### src/rtl/core/irpd_pkg.sv
// ----------------------------------------------------------------------------
// irpd_pkg
// shared types and constants of the infrared pulse-distance frame decoder
// ----------------------------------------------------------------------------
package irpd_pkg;

    localparam int TICK_W     = 18;
    localparam int CODE_OUT_W = 32;
    localparam int APB_DATA_W = 32;
    localparam int APB_ADDR_W = 5;
    localparam int REG_IDX_W  = 3;

    // register indexes, byte address is 4 * index
    localparam logic [REG_IDX_W-1:0] REG_LEADER_MIN    = 3'd0;
    localparam logic [REG_IDX_W-1:0] REG_LEADER_MAX    = 3'd1;
    localparam logic [REG_IDX_W-1:0] REG_BIT_MIN       = 3'd2;
    localparam logic [REG_IDX_W-1:0] REG_BIT_MAX       = 3'd3;
    localparam logic [REG_IDX_W-1:0] REG_ONE_THRESHOLD = 3'd4;
    localparam logic [REG_IDX_W-1:0] REG_REPEAT_MIN    = 3'd5;
    localparam logic [REG_IDX_W-1:0] REG_REPEAT_MAX    = 3'd6;

    // register reset values in ticks
    localparam logic [TICK_W-1:0] RST_LEADER_MIN    = 18'd12500;
    localparam logic [TICK_W-1:0] RST_LEADER_MAX    = 18'd14285;
    localparam logic [TICK_W-1:0] RST_BIT_MIN       = 18'd1000;
    localparam logic [TICK_W-1:0] RST_BIT_MAX       = 18'd3333;
    localparam logic [TICK_W-1:0] RST_ONE_THRESHOLD = 18'd2000;
    localparam logic [TICK_W-1:0] RST_REPEAT_MIN    = 18'd80000;
    localparam logic [TICK_W-1:0] RST_REPEAT_MAX    = 18'd150000;

    typedef struct packed {
        logic [TICK_W-1:0] leader_min;
        logic [TICK_W-1:0] leader_max;
        logic [TICK_W-1:0] bit_min;
        logic [TICK_W-1:0] bit_max;
        logic [TICK_W-1:0] one_threshold;
        logic [TICK_W-1:0] repeat_min;
        logic [TICK_W-1:0] repeat_max;
    } cfg_t;

    // window hits of one interval
    typedef struct packed {
        logic leader_hit;
        logic bit_hit;
        logic bit_one;
        logic repeat_hit;
    } class_t;

    // result of one decode step
    typedef struct packed {
        logic emit;
        logic from_repeat;
    } emit_t;

endpackage

### src/rtl/core/irpd_cfg_regs.sv
// ----------------------------------------------------------------------------
// irpd_cfg_regs
// apb register file holding the interval windows and the one threshold
// ----------------------------------------------------------------------------
module irpd_cfg_regs (
    input  logic                            aclk,
    input  logic                            aresetn,
    input  logic                            psel,
    input  logic                            penable,
    input  logic                            pwrite,
    input  logic [irpd_pkg::APB_ADDR_W-1:0] paddr,
    input  logic [irpd_pkg::APB_DATA_W-1:0] pwdata,
    output logic [irpd_pkg::APB_DATA_W-1:0] prdata,
    output logic                            pready,
    output irpd_pkg::cfg_t                  cfg
);
    import irpd_pkg::*;

    cfg_t                 cfg_reg;
    logic [REG_IDX_W-1:0] reg_idx;
    logic [TICK_W-1:0]    wr_value;
    logic [TICK_W-1:0]    rd_value;
    logic                 wr_en;

    assign pready   = 1'b1;
    assign reg_idx  = paddr[APB_ADDR_W-1:2];
    assign wr_value = pwdata[TICK_W-1:0];
    assign wr_en    = psel & penable & pwrite;

    always_ff @(posedge aclk) begin
        if (!aresetn) begin
            cfg_reg.leader_min    <= RST_LEADER_MIN;
            cfg_reg.leader_max    <= RST_LEADER_MAX;
            cfg_reg.bit_min       <= RST_BIT_MIN;
            cfg_reg.bit_max       <= RST_BIT_MAX;
            cfg_reg.one_threshold <= RST_ONE_THRESHOLD;
            cfg_reg.repeat_min    <= RST_REPEAT_MIN;
            cfg_reg.repeat_max    <= RST_REPEAT_MAX;
        end else if (wr_en) begin
            unique case (reg_idx)
                REG_LEADER_MIN:    cfg_reg.leader_min    <= wr_value;
                REG_LEADER_MAX:    cfg_reg.leader_max    <= wr_value;
                REG_BIT_MIN:       cfg_reg.bit_min       <= wr_value;
                REG_BIT_MAX:       cfg_reg.bit_max       <= wr_value;
                REG_ONE_THRESHOLD: cfg_reg.one_threshold <= wr_value;
                REG_REPEAT_MIN:    cfg_reg.repeat_min    <= wr_value;
                REG_REPEAT_MAX:    cfg_reg.repeat_max    <= wr_value;
                default: ;
            endcase
        end
    end

    always_comb begin
        unique case (reg_idx)
            REG_LEADER_MIN:    rd_value = cfg_reg.leader_min;
            REG_LEADER_MAX:    rd_value = cfg_reg.leader_max;
            REG_BIT_MIN:       rd_value = cfg_reg.bit_min;
            REG_BIT_MAX:       rd_value = cfg_reg.bit_max;
            REG_ONE_THRESHOLD: rd_value = cfg_reg.one_threshold;
            REG_REPEAT_MIN:    rd_value = cfg_reg.repeat_min;
            REG_REPEAT_MAX:    rd_value = cfg_reg.repeat_max;
            default:           rd_value = '0;
        endcase
    end

    assign prdata = {{(APB_DATA_W-TICK_W){1'b0}}, rd_value};
    assign cfg    = cfg_reg;

endmodule

### src/rtl/core/irpd_classify.sv
// ----------------------------------------------------------------------------
// irpd_classify
// window compares of one edge interval
// ----------------------------------------------------------------------------
module irpd_classify (
    input  logic [irpd_pkg::TICK_W-1:0] interval,
    input  irpd_pkg::cfg_t              cfg,
    output irpd_pkg::class_t            cls
);
    import irpd_pkg::*;

    // all windows are open on both ends
    assign cls.leader_hit = (interval > cfg.leader_min) && (interval < cfg.leader_max);
    assign cls.bit_hit    = (interval > cfg.bit_min) && (interval < cfg.bit_max);
    assign cls.bit_one    = (interval >= cfg.one_threshold);
    assign cls.repeat_hit = (interval > cfg.repeat_min) && (interval < cfg.repeat_max);

endmodule

### src/rtl/core/irpd_assembler.sv
// ----------------------------------------------------------------------------
// irpd_assembler
// frame state, bit counter and code word assembly
// ----------------------------------------------------------------------------
module irpd_assembler #(
    parameter int FRAME_BITS = 32
) (
    input  logic                  aclk,
    input  logic                  aresetn,
    input  logic                  step,
    input  irpd_pkg::class_t      cls,
    output irpd_pkg::emit_t       res,
    output logic [FRAME_BITS-1:0] code
);
    import irpd_pkg::*;

    localparam int IDX_W = $clog2(FRAME_BITS);
    localparam logic [IDX_W-1:0] LAST_IDX = IDX_W'(FRAME_BITS - 1);

    logic                  in_frame_reg, in_frame_next;
    logic [IDX_W-1:0]      bit_index_reg, bit_index_next;
    logic [FRAME_BITS-1:0] code_reg, code_next;
    logic                  start;
    logic                  frame_now;
    logic                  take_bit;
    logic                  last_bit;
    logic [IDX_W-1:0]      idx_eff;
    logic [IDX_W-1:0]      bit_pos;

    always_comb begin
        start     = !in_frame_reg && cls.leader_hit;
        frame_now = in_frame_reg || start;
        idx_eff   = start ? '0 : bit_index_reg;
        take_bit  = frame_now && cls.bit_hit;
        last_bit  = take_bit && (idx_eff == LAST_IDX);
        // first received bit lands in the top bit
        bit_pos   = LAST_IDX - idx_eff;

        code_next = code_reg;
        if (take_bit) begin
            code_next[bit_pos] = cls.bit_one;
        end

        in_frame_next  = frame_now;
        bit_index_next = idx_eff;
        if (last_bit) begin
            in_frame_next  = 1'b0;
            bit_index_next = '0;
        end else if (take_bit) begin
            bit_index_next = idx_eff + 1'b1;
        end

        res.emit        = last_bit || cls.repeat_hit;
        res.from_repeat = !last_bit;
    end

    always_ff @(posedge aclk) begin
        if (!aresetn) begin
            in_frame_reg  <= 1'b0;
            bit_index_reg <= '0;
            code_reg      <= '0;
        end else if (step) begin
            in_frame_reg  <= in_frame_next;
            bit_index_reg <= bit_index_next;
            code_reg      <= code_next;
        end
    end

    assign code = code_next;

endmodule

### src/rtl/core/ir_pulse_distance_frame_decoder_unit.sv
// ----------------------------------------------------------------------------
// ir_pulse_distance_frame_decoder_unit
// pulse-distance infrared remote frame decoder, one item per falling edge
// ----------------------------------------------------------------------------
// usage
//   s_ channel: one item per falling edge of the received signal, the tick
//   count since the previous falling edge (saturated by the timer).
//   m_ channel: one item per completed frame (from_repeat low) or per repeat
//   interval (from_repeat high), carrying the assembled code word.
//   apb port: seven 18-bit window and threshold registers at 4 * index;
//   write them only while no item is in flight.
// pipeline
//   an item accepted into the input register is decoded once the result slot
//   is free; its result, if any, is registered in the stage that drives m_valid.
//   one item per cycle sustained while m_ready holds high: the window compares
//   and the bit insert sit between the input register and the result register.
// reset
//   synchronous, active low: decoder goes idle, code word cleared,
//   registers return to their default windows.
// stall
//   while m_valid waits on m_ready the input register holds one more item;
//   s_ready drops only when both stages are full.
// ----------------------------------------------------------------------------
module ir_pulse_distance_frame_decoder_unit #(
    parameter int FRAME_BITS = 32
) (
    input  logic                            aclk,
    input  logic                            aresetn,
    // input item channel
    input  logic                            s_valid,
    output logic                            s_ready,
    input  logic [irpd_pkg::TICK_W-1:0]     s_edge_interval,
    // result item channel
    output logic                            m_valid,
    input  logic                            m_ready,
    output logic [irpd_pkg::CODE_OUT_W-1:0] m_frame_code,
    output logic                            m_from_repeat,
    // configuration port
    input  logic                            psel,
    input  logic                            penable,
    input  logic                            pwrite,
    input  logic [irpd_pkg::APB_ADDR_W-1:0] paddr,
    input  logic [irpd_pkg::APB_DATA_W-1:0] pwdata,
    output logic [irpd_pkg::APB_DATA_W-1:0] prdata,
    output logic                            pready
);
    import irpd_pkg::*;

    cfg_t                  cfg;
    class_t                cls;
    emit_t                 res;
    logic [FRAME_BITS-1:0] code;
    logic [CODE_OUT_W-1:0] code_out;

    // input stage
    logic                  in_valid_reg;
    logic [TICK_W-1:0]     in_interval_reg;

    // result stage
    logic                  out_valid_reg;
    logic [CODE_OUT_W-1:0] out_code_reg;
    logic                  out_repeat_reg;

    logic                  out_free;
    logic                  step;

    irpd_cfg_regs u_cfg (
        .aclk    (aclk),
        .aresetn (aresetn),
        .psel    (psel),
        .penable (penable),
        .pwrite  (pwrite),
        .paddr   (paddr),
        .pwdata  (pwdata),
        .prdata  (prdata),
        .pready  (pready),
        .cfg     (cfg)
    );

    // the result slot is free when empty or being taken this cycle
    assign out_free = !out_valid_reg || m_ready;
    // the held item is decoded once its result, if any, has a place to go
    assign step     = in_valid_reg && out_free;
    assign s_ready  = !in_valid_reg || step;

    always_ff @(posedge aclk) begin
        if (!aresetn) begin
            in_valid_reg <= 1'b0;
        end else if (s_ready) begin
            in_valid_reg <= s_valid;
        end
    end

    always_ff @(posedge aclk) begin
        if (s_valid && s_ready) begin
            in_interval_reg <= s_edge_interval;
        end
    end

    irpd_classify u_classify (
        .interval (in_interval_reg),
        .cfg      (cfg),
        .cls      (cls)
    );

    irpd_assembler #(
        .FRAME_BITS (FRAME_BITS)
    ) u_assembler (
        .aclk    (aclk),
        .aresetn (aresetn),
        .step    (step),
        .cls     (cls),
        .res     (res),
        .code    (code)
    );

    // only the low word of a longer frame leaves the block, a shorter one is zero-extended
    generate
        if (FRAME_BITS >= CODE_OUT_W) begin : g_code_trunc
            assign code_out = code[CODE_OUT_W-1:0];
        end else begin : g_code_ext
            assign code_out = {{(CODE_OUT_W-FRAME_BITS){1'b0}}, code};
        end
    endgenerate

    always_ff @(posedge aclk) begin
        if (!aresetn) begin
            out_valid_reg <= 1'b0;
        end else if (out_free) begin
            out_valid_reg <= step && res.emit;
        end
    end

    always_ff @(posedge aclk) begin
        if (step && res.emit) begin
            out_code_reg   <= code_out;
            out_repeat_reg <= res.from_repeat;
        end
    end

    assign m_valid       = out_valid_reg;
    assign m_frame_code  = out_code_reg;
    assign m_from_repeat = out_repeat_reg;

endmodule

### config.mk
export PLATFORM = sky130hd
export DESIGN_NAME = ir_pulse_distance_frame_decoder_unit
export DESIGN_NICKNAME = d
export VERILOG_FILES = /design/src/rtl/core/irpd_pkg.sv /design/src/rtl/core/irpd_cfg_regs.sv /design/src/rtl/core/irpd_classify.sv /design/src/rtl/core/irpd_assembler.sv /design/src/rtl/core/ir_pulse_distance_frame_decoder_unit.sv
export SDC_FILE = /design/constraint.sdc
export NUM_CORES = 1
export LEC_CHECK = 0
export BUFFER_PORTS_ARGS = -buffer_cell sky130_fd_sc_hd__clkbuf_2
export CAP_MARGIN = 30
export CORE_ASPECT_RATIO = 0.5
export CORE_MARGIN = 1.5
export CORE_UTILIZATION = 25
export DETAILED_ROUTE_END_ITERATION = 6
export GPL_TIMING_DRIVEN = 0
export REMOVE_ABC_BUFFERS = 1
export SKIP_LAST_GASP = 1
export SYNTH_ARGS = -nofsm -noshare
export SYNTH_HDL_FRONTEND = slang
export SYNTH_SLANG_ARGS = --single-unit
### constraint.sdc
create_clock -name aclk -period 15.9 [get_ports aclk]
set_input_delay 3.975 -clock aclk [delete_from_list [all_inputs] [get_ports aclk]]
set_output_delay 3.975 -clock aclk [all_outputs]
set_load 0.01 [all_outputs]
Word level (Yosys, flattened, before mapping)

Index checks and enable logic that the tools add are counted.

Bits in registers: 217
Latch bits: 0
RAM bits: 0
Bits in read-only memories: 0
Output and inout bits: 68
Word-level logic and storage cells: 70
Memories kept: 0

Add/subtract/negate cells: 2
Multiply operators: 0
Div/mod/pow operators: 0
Order comparisons: 9
Equal/unequal tests: 7
Shifts and indexed selects: 0
Muxes and demuxes: 9
Bitwise logic cells: 2
Reductions and logical operators: 26

Operator list:

| cell                  | count |
|---|---|
| $pmux W18 S7          | 1 |
| $gt A18 B18 Y1        | 3 |
| $lt A18 B18 Y1        | 3 |
| $bwmux W32            | 1 |
| $mux W32              | 1 |
| $ge A18 B18 Y1        | 1 |
| $mux W5               | 3 |
| $reduce_and A2 Y1     | 7 |
| $logic_and A1 B1 Y1   | 10 |
| $eq A3 B3 Y1 const B  | 3 |
| $eq A3 B2 Y1 const B  | 2 |
| $lt A5 B6 Y1 const B  | 1 |
| $add A5 B1 Y5 const B | 1 |
| $demux W1 S5          | 1 |
| $eq A5 B5 Y1 const B  | 1 |
| $ge A5 B1 Y1 const B  | 1 |
| $sub A5 B5 Y5 const A | 1 |
| $logic_not A1 Y1      | 4 |
| $logic_or A1 B1 Y1    | 4 |
| $eq A3 B1 Y1 const B  | 1 |
| $logic_not A3 Y1      | 1 |
| $and A1 B1 Y1         | 2 |
| $mux W1               | 2 |

Depth between registers and ports, before layout

Depth after elaboration: 11
Gate-level depth with buffers: 21

Modules after synthesis

A second synthesis with hierarchy kept.

Cells, all modules: 1,399
Area, all modules: 13,112.6 um^2

By module, submodules not included:

| module                               | instances | cells an instance | area each (um^2) | sequential area each (um^2) |
|---|---|---|---|---|
| irpd_cfg_regs                        | 1         | 620               | 5,896.9          | 2,522.4 |
| irpd_classify                        | 1         | 426               | 3,104.2          | 0.0 |
| irpd_assembler                       | 1         | 289               | 2,467.4          | 760.7 |
| ir_pulse_distance_frame_decoder_unit | 1         | 64                | 1,644.1          | 1,571.5 |

Least setup slack after synthesis

OpenSTA, ideal clock, no wires.

Path type: input port to output port
Start point: input paddr[4] (netlist name)
End point: output prdata[12] (netlist name)
Data arrival time: 5,653 ps
Slack: 6,272 ps
Stages: 5
Path buffers: 3
Cells stage by stage: clkbuf_1 -> clkbuf_1 -> clkbuf_1 -> mux4_2 -> o21ai_0

Word-level cells in the longest chain between the ends: 2
Elaborated cells between the ends (all ways): 8
Classes of those cells: eq/ne: 6; mux: 1; reduce/logical: 1

RTL lines:

| element                                    | line                                       | source |
|---|---|---|
| from (decl)                                | ir_pulse_distance_frame_decoder_unit.sv:42 | `input logic [irpd_pkg::APB_ADDR_W-1:0] paddr,` |
| $eq A3 B3 Y1, or another cell as far along | irpd_cfg_regs.sv:54                        | `unique case (reg_idx)` |
| $pmux W18 S7 (*)                           | irpd_cfg_regs.sv:54                        |  |
| to (decl)                                  | ir_pulse_distance_frame_decoder_unit.sv:44 | `output logic [irpd_pkg::APB_DATA_W-1:0] prdata,` |

Every way passes the cells marked *; elsewhere a longest branch is shown, timed or not.

Worst setup path after layout

Start point: input paddr[4] (netlist name)
End point: output prdata[14] (netlist name)

Same word-level chain as after synthesis.

==> results.cfg <==
[timing]
period_share = 0.651
setup-violations-final = 0
rsz0062_at_grt = false
skew_ns = 0.0203
drv_slew = 0
slew-limit-headroom = 0.377
clock.fmax_mhz = 96.6
period_needed_ns = 10.35
worst_pin_slew_ns = 0.928
fin_setup_tns_ns = 0
hold_viol_final = 0

[routing]
firstDrtPassIters = 6
postRouteAntennaNets = 0
vias = 10596
avgViaCountPerCell = 4.74
dr.first_iter.drc_count = 860
maxUsedRoutingLayer = met4
drc = 0
wl_met3_mm = 2.06
met2WireLength_mm = 18.3
wire_per_inst_um = 17.2
m1WireLength_mm = 16.6
totalWireLength_mm = 38.5

[power]
pwr-share-clk = 0.443
combPwrFrac = 0.107
intPower_uw = 962
pwr-share-seq = 0.450
p_per_area_nw_per_um2 = 86.9
switching_share = 0.257
power_leakage_uw = 0.00618
ir_worst_vdd_mv = 0.0744
power_switching_uw = 332

[worst_setup_path]
slowest_delay_ns = 0.71
worstSetupPathType = in2out
cp_slowest_cell = nor2_1
cp_top_family = buffers and inverters
crit_path_start_kind = input pin
worstPathRequired_ns = 11.93
cp.arrival_ns = 6.37
endpoint_kind = output port
worstPathCellList = clkbuf_2, buf_12, inv_1, nor2_1, a22oi_1, o21ai_0, clkbuf_2
path_max_fanout = 21
path_common_cell = clkbuf_2
cp.buffers_inverters = 4

[clocking]
cts_buffers = 25
clock-sinks = 217
htree_levels = 1
cts_setup_buffers = 0
path_clk_slew_ns = 0.06
clock_path_buffers = 3
postCtsHoldBufs = 0
cts_tree = done
post_cts_resize_count = 0
clockRootBuffer = clkbuf_16
clock_latency_ns = 0.53

[global_routing]
antenna_found_initial = 0
overflow = 0
grt_max_degree = 67
track_usage = 0.144
grt_first_pass_wirelength_mm = 59.0
grt_pass1_vias = 10168

[yosys]
ys_types = 70
synth_ff_type = dfxtp_1
ys_warn_count = 0
seq_area_frac_synth = 0.380
synth_edf_count = 51
syn_area_um2 = 12800
ys_async_sr_fraction = 0
postSynthAreaPerCell_um2 = 8.71
ys_ff_latch = 217
syn_inst = 1467

[place]
port_buffers = 98
dpl.hpwl_mm = 28.0
place.gp.congestion = 0.867
placed_cell_area_um2 = 14100

[min_path]
hold_path_class = reg2reg

[floorplanning]
io_pins = 130
die_y_um = 163
die_w_um = 323
start_util = 0.254
design.die.area_um2 = 52500
core_um2 = 50400
rows = 58

[cells_and_area]
layout_commonest_cell = nand2_1
num-fill-cells = 5346
postLayoutCoreUtil = 0.296
drive_gt1_frac = 0.140
n_antenna_cell = 0
design_area_um2 = 14900
layout_common_cells = nand2_1, dfxtp_1, inv_1
largest_register_ffs = 126
areaGrowthSynthToFinish_pct = 16.6
nets = 1717

[run_status]
outcome = completed

[run]
drv_cap = 0
-- through the flow --
step | total power (uW) | hold WS, ns | std cells | worst slack [ns]
5_1_grt | 1340 | 0.469 | 2234 | 5.51
2_1_floorplan | 663 | 0.435 | 1383 | 6.96
4_1_cts | 1310 | 0.454 | 2234 | 5.64
3_5_place_dp | 732 | 0.446 | 2190 | 5.65
6_report | 1290 | 0.454 | 2234 | 5.55
3_3_place_gp | 722 | 0.442 | 2171 | 4.81
-- synth_stat cells, types with 4 or more instances --
library cell | number | area share
a211oi_1 | 8 | 0.0047
a21o_1 | 14 | 0.0082
a21oi_1 | 120 | 0.047
a221oi_1 | 4 | 0.0027
a22oi_1 | 6 | 0.0035
a31oi_1 | 6 | 0.0029
a32oi_1 | 5 | 0.0034
and2_1 | 5 | 0.0024
and3_1 | 9 | 0.0044
buf_1 | 4 | 0.0012
buf_2 | 9 | 0.0035
buf_4 | 19 | 0.011
clkbuf_1 | 60 | 0.018
dfxtp_1 | 166 | 0.26
edfxtp_1 | 51 | 0.12
ha_1 | 128 | 0.13
inv_1 | 138 | 0.041
mux2_2 | 13 | 0.011
mux2_4 | 21 | 0.025
mux2i_1 | 49 | 0.038
mux4_2 | 9 | 0.016
nand2_1 | 296 | 0.087
nand2b_1 | 10 | 0.0049
nand3_1 | 53 | 0.021
nand4_1 | 39 | 0.019
nor2_1 | 39 | 0.011
nor2b_1 | 10 | 0.0049
nor3_1 | 8 | 0.0031
nor4_1 | 6 | 0.0029
o211a_1 | 4 | 0.0031
o211ai_1 | 46 | 0.027
o21a_1 | 7 | 0.0041
o21ai_0 | 48 | 0.019
-- path summary, 6_finish.rpt --
check	start	to	slack (ns)	depth (start not counted)
max	paddr[4]	prdata[14]	5.55	7
min	u_cfg.cfg[83]$_SDFFE_PN0P_	u_cfg.cfg[83]$_SDFFE_PN0P_	0.45	2
max reg2reg	in_interval_reg[15]$_DFFE_PP_	m_frame_code[26]$_DFFE_PP_	10.25	14
min reg2reg	u_cfg.cfg[83]$_SDFFE_PN0P_	u_cfg.cfg[83]$_SDFFE_PN0P_	0.45	2
-- final cells by class --
class,count,area [um2],area share
multi-input cells,1028,6980,0.469
flip-flops and latches,217,4850,0.326
repair buffers,117,867,0.0582
well taps,690,863,0.0580
clock buffers,32,662,0.0445
inverters,138,520,0.0350
clock inverters,12,139,0.00933
-- power by group through the flow --
stage          sequential, uW  combinational (uW)  clock [uW]
2_1_floorplan             590                72.8           0
3_3_place_gp              595                 127           0
3_5_place_dp              594                 138           0
4_1_cts                   582                 138         586
5_1_grt                   583                 152         609
6_report                  582                 138         574
-- worst register-to-register path: cells and delay by family, from the launching register on --
family	cells	cell delay (ns)
AND/OR/NAND/NOR	6	2.18
AO/OA/AOI/OAI	3	0.96
adder cells (fa/ha/maj)	3	1.28
flip-flops	1	0.54
buffers and inverters	2	0.35
-- cells by family after synthesis --
| kind of cell | share of synthesized area |
|---|---|
| DFF | 0.380 |
| and+or+nand+nor | 0.175 |
| AOI/OAI and AO/OA | 0.148 |
| other | 0.000588 |
| adders and majority gates | 0.125 |
| muxes | 0.0904 |
| buffers and inverters | 0.0805 |
-- metal layers --
metal  up-vias  GRT usage
met5         -          0
met4         0     0.0566
met3        78     0.0182
met2       308      0.246
met1      4983      0.186
li1       5227          -
Power figures use the tool's default switching activity.
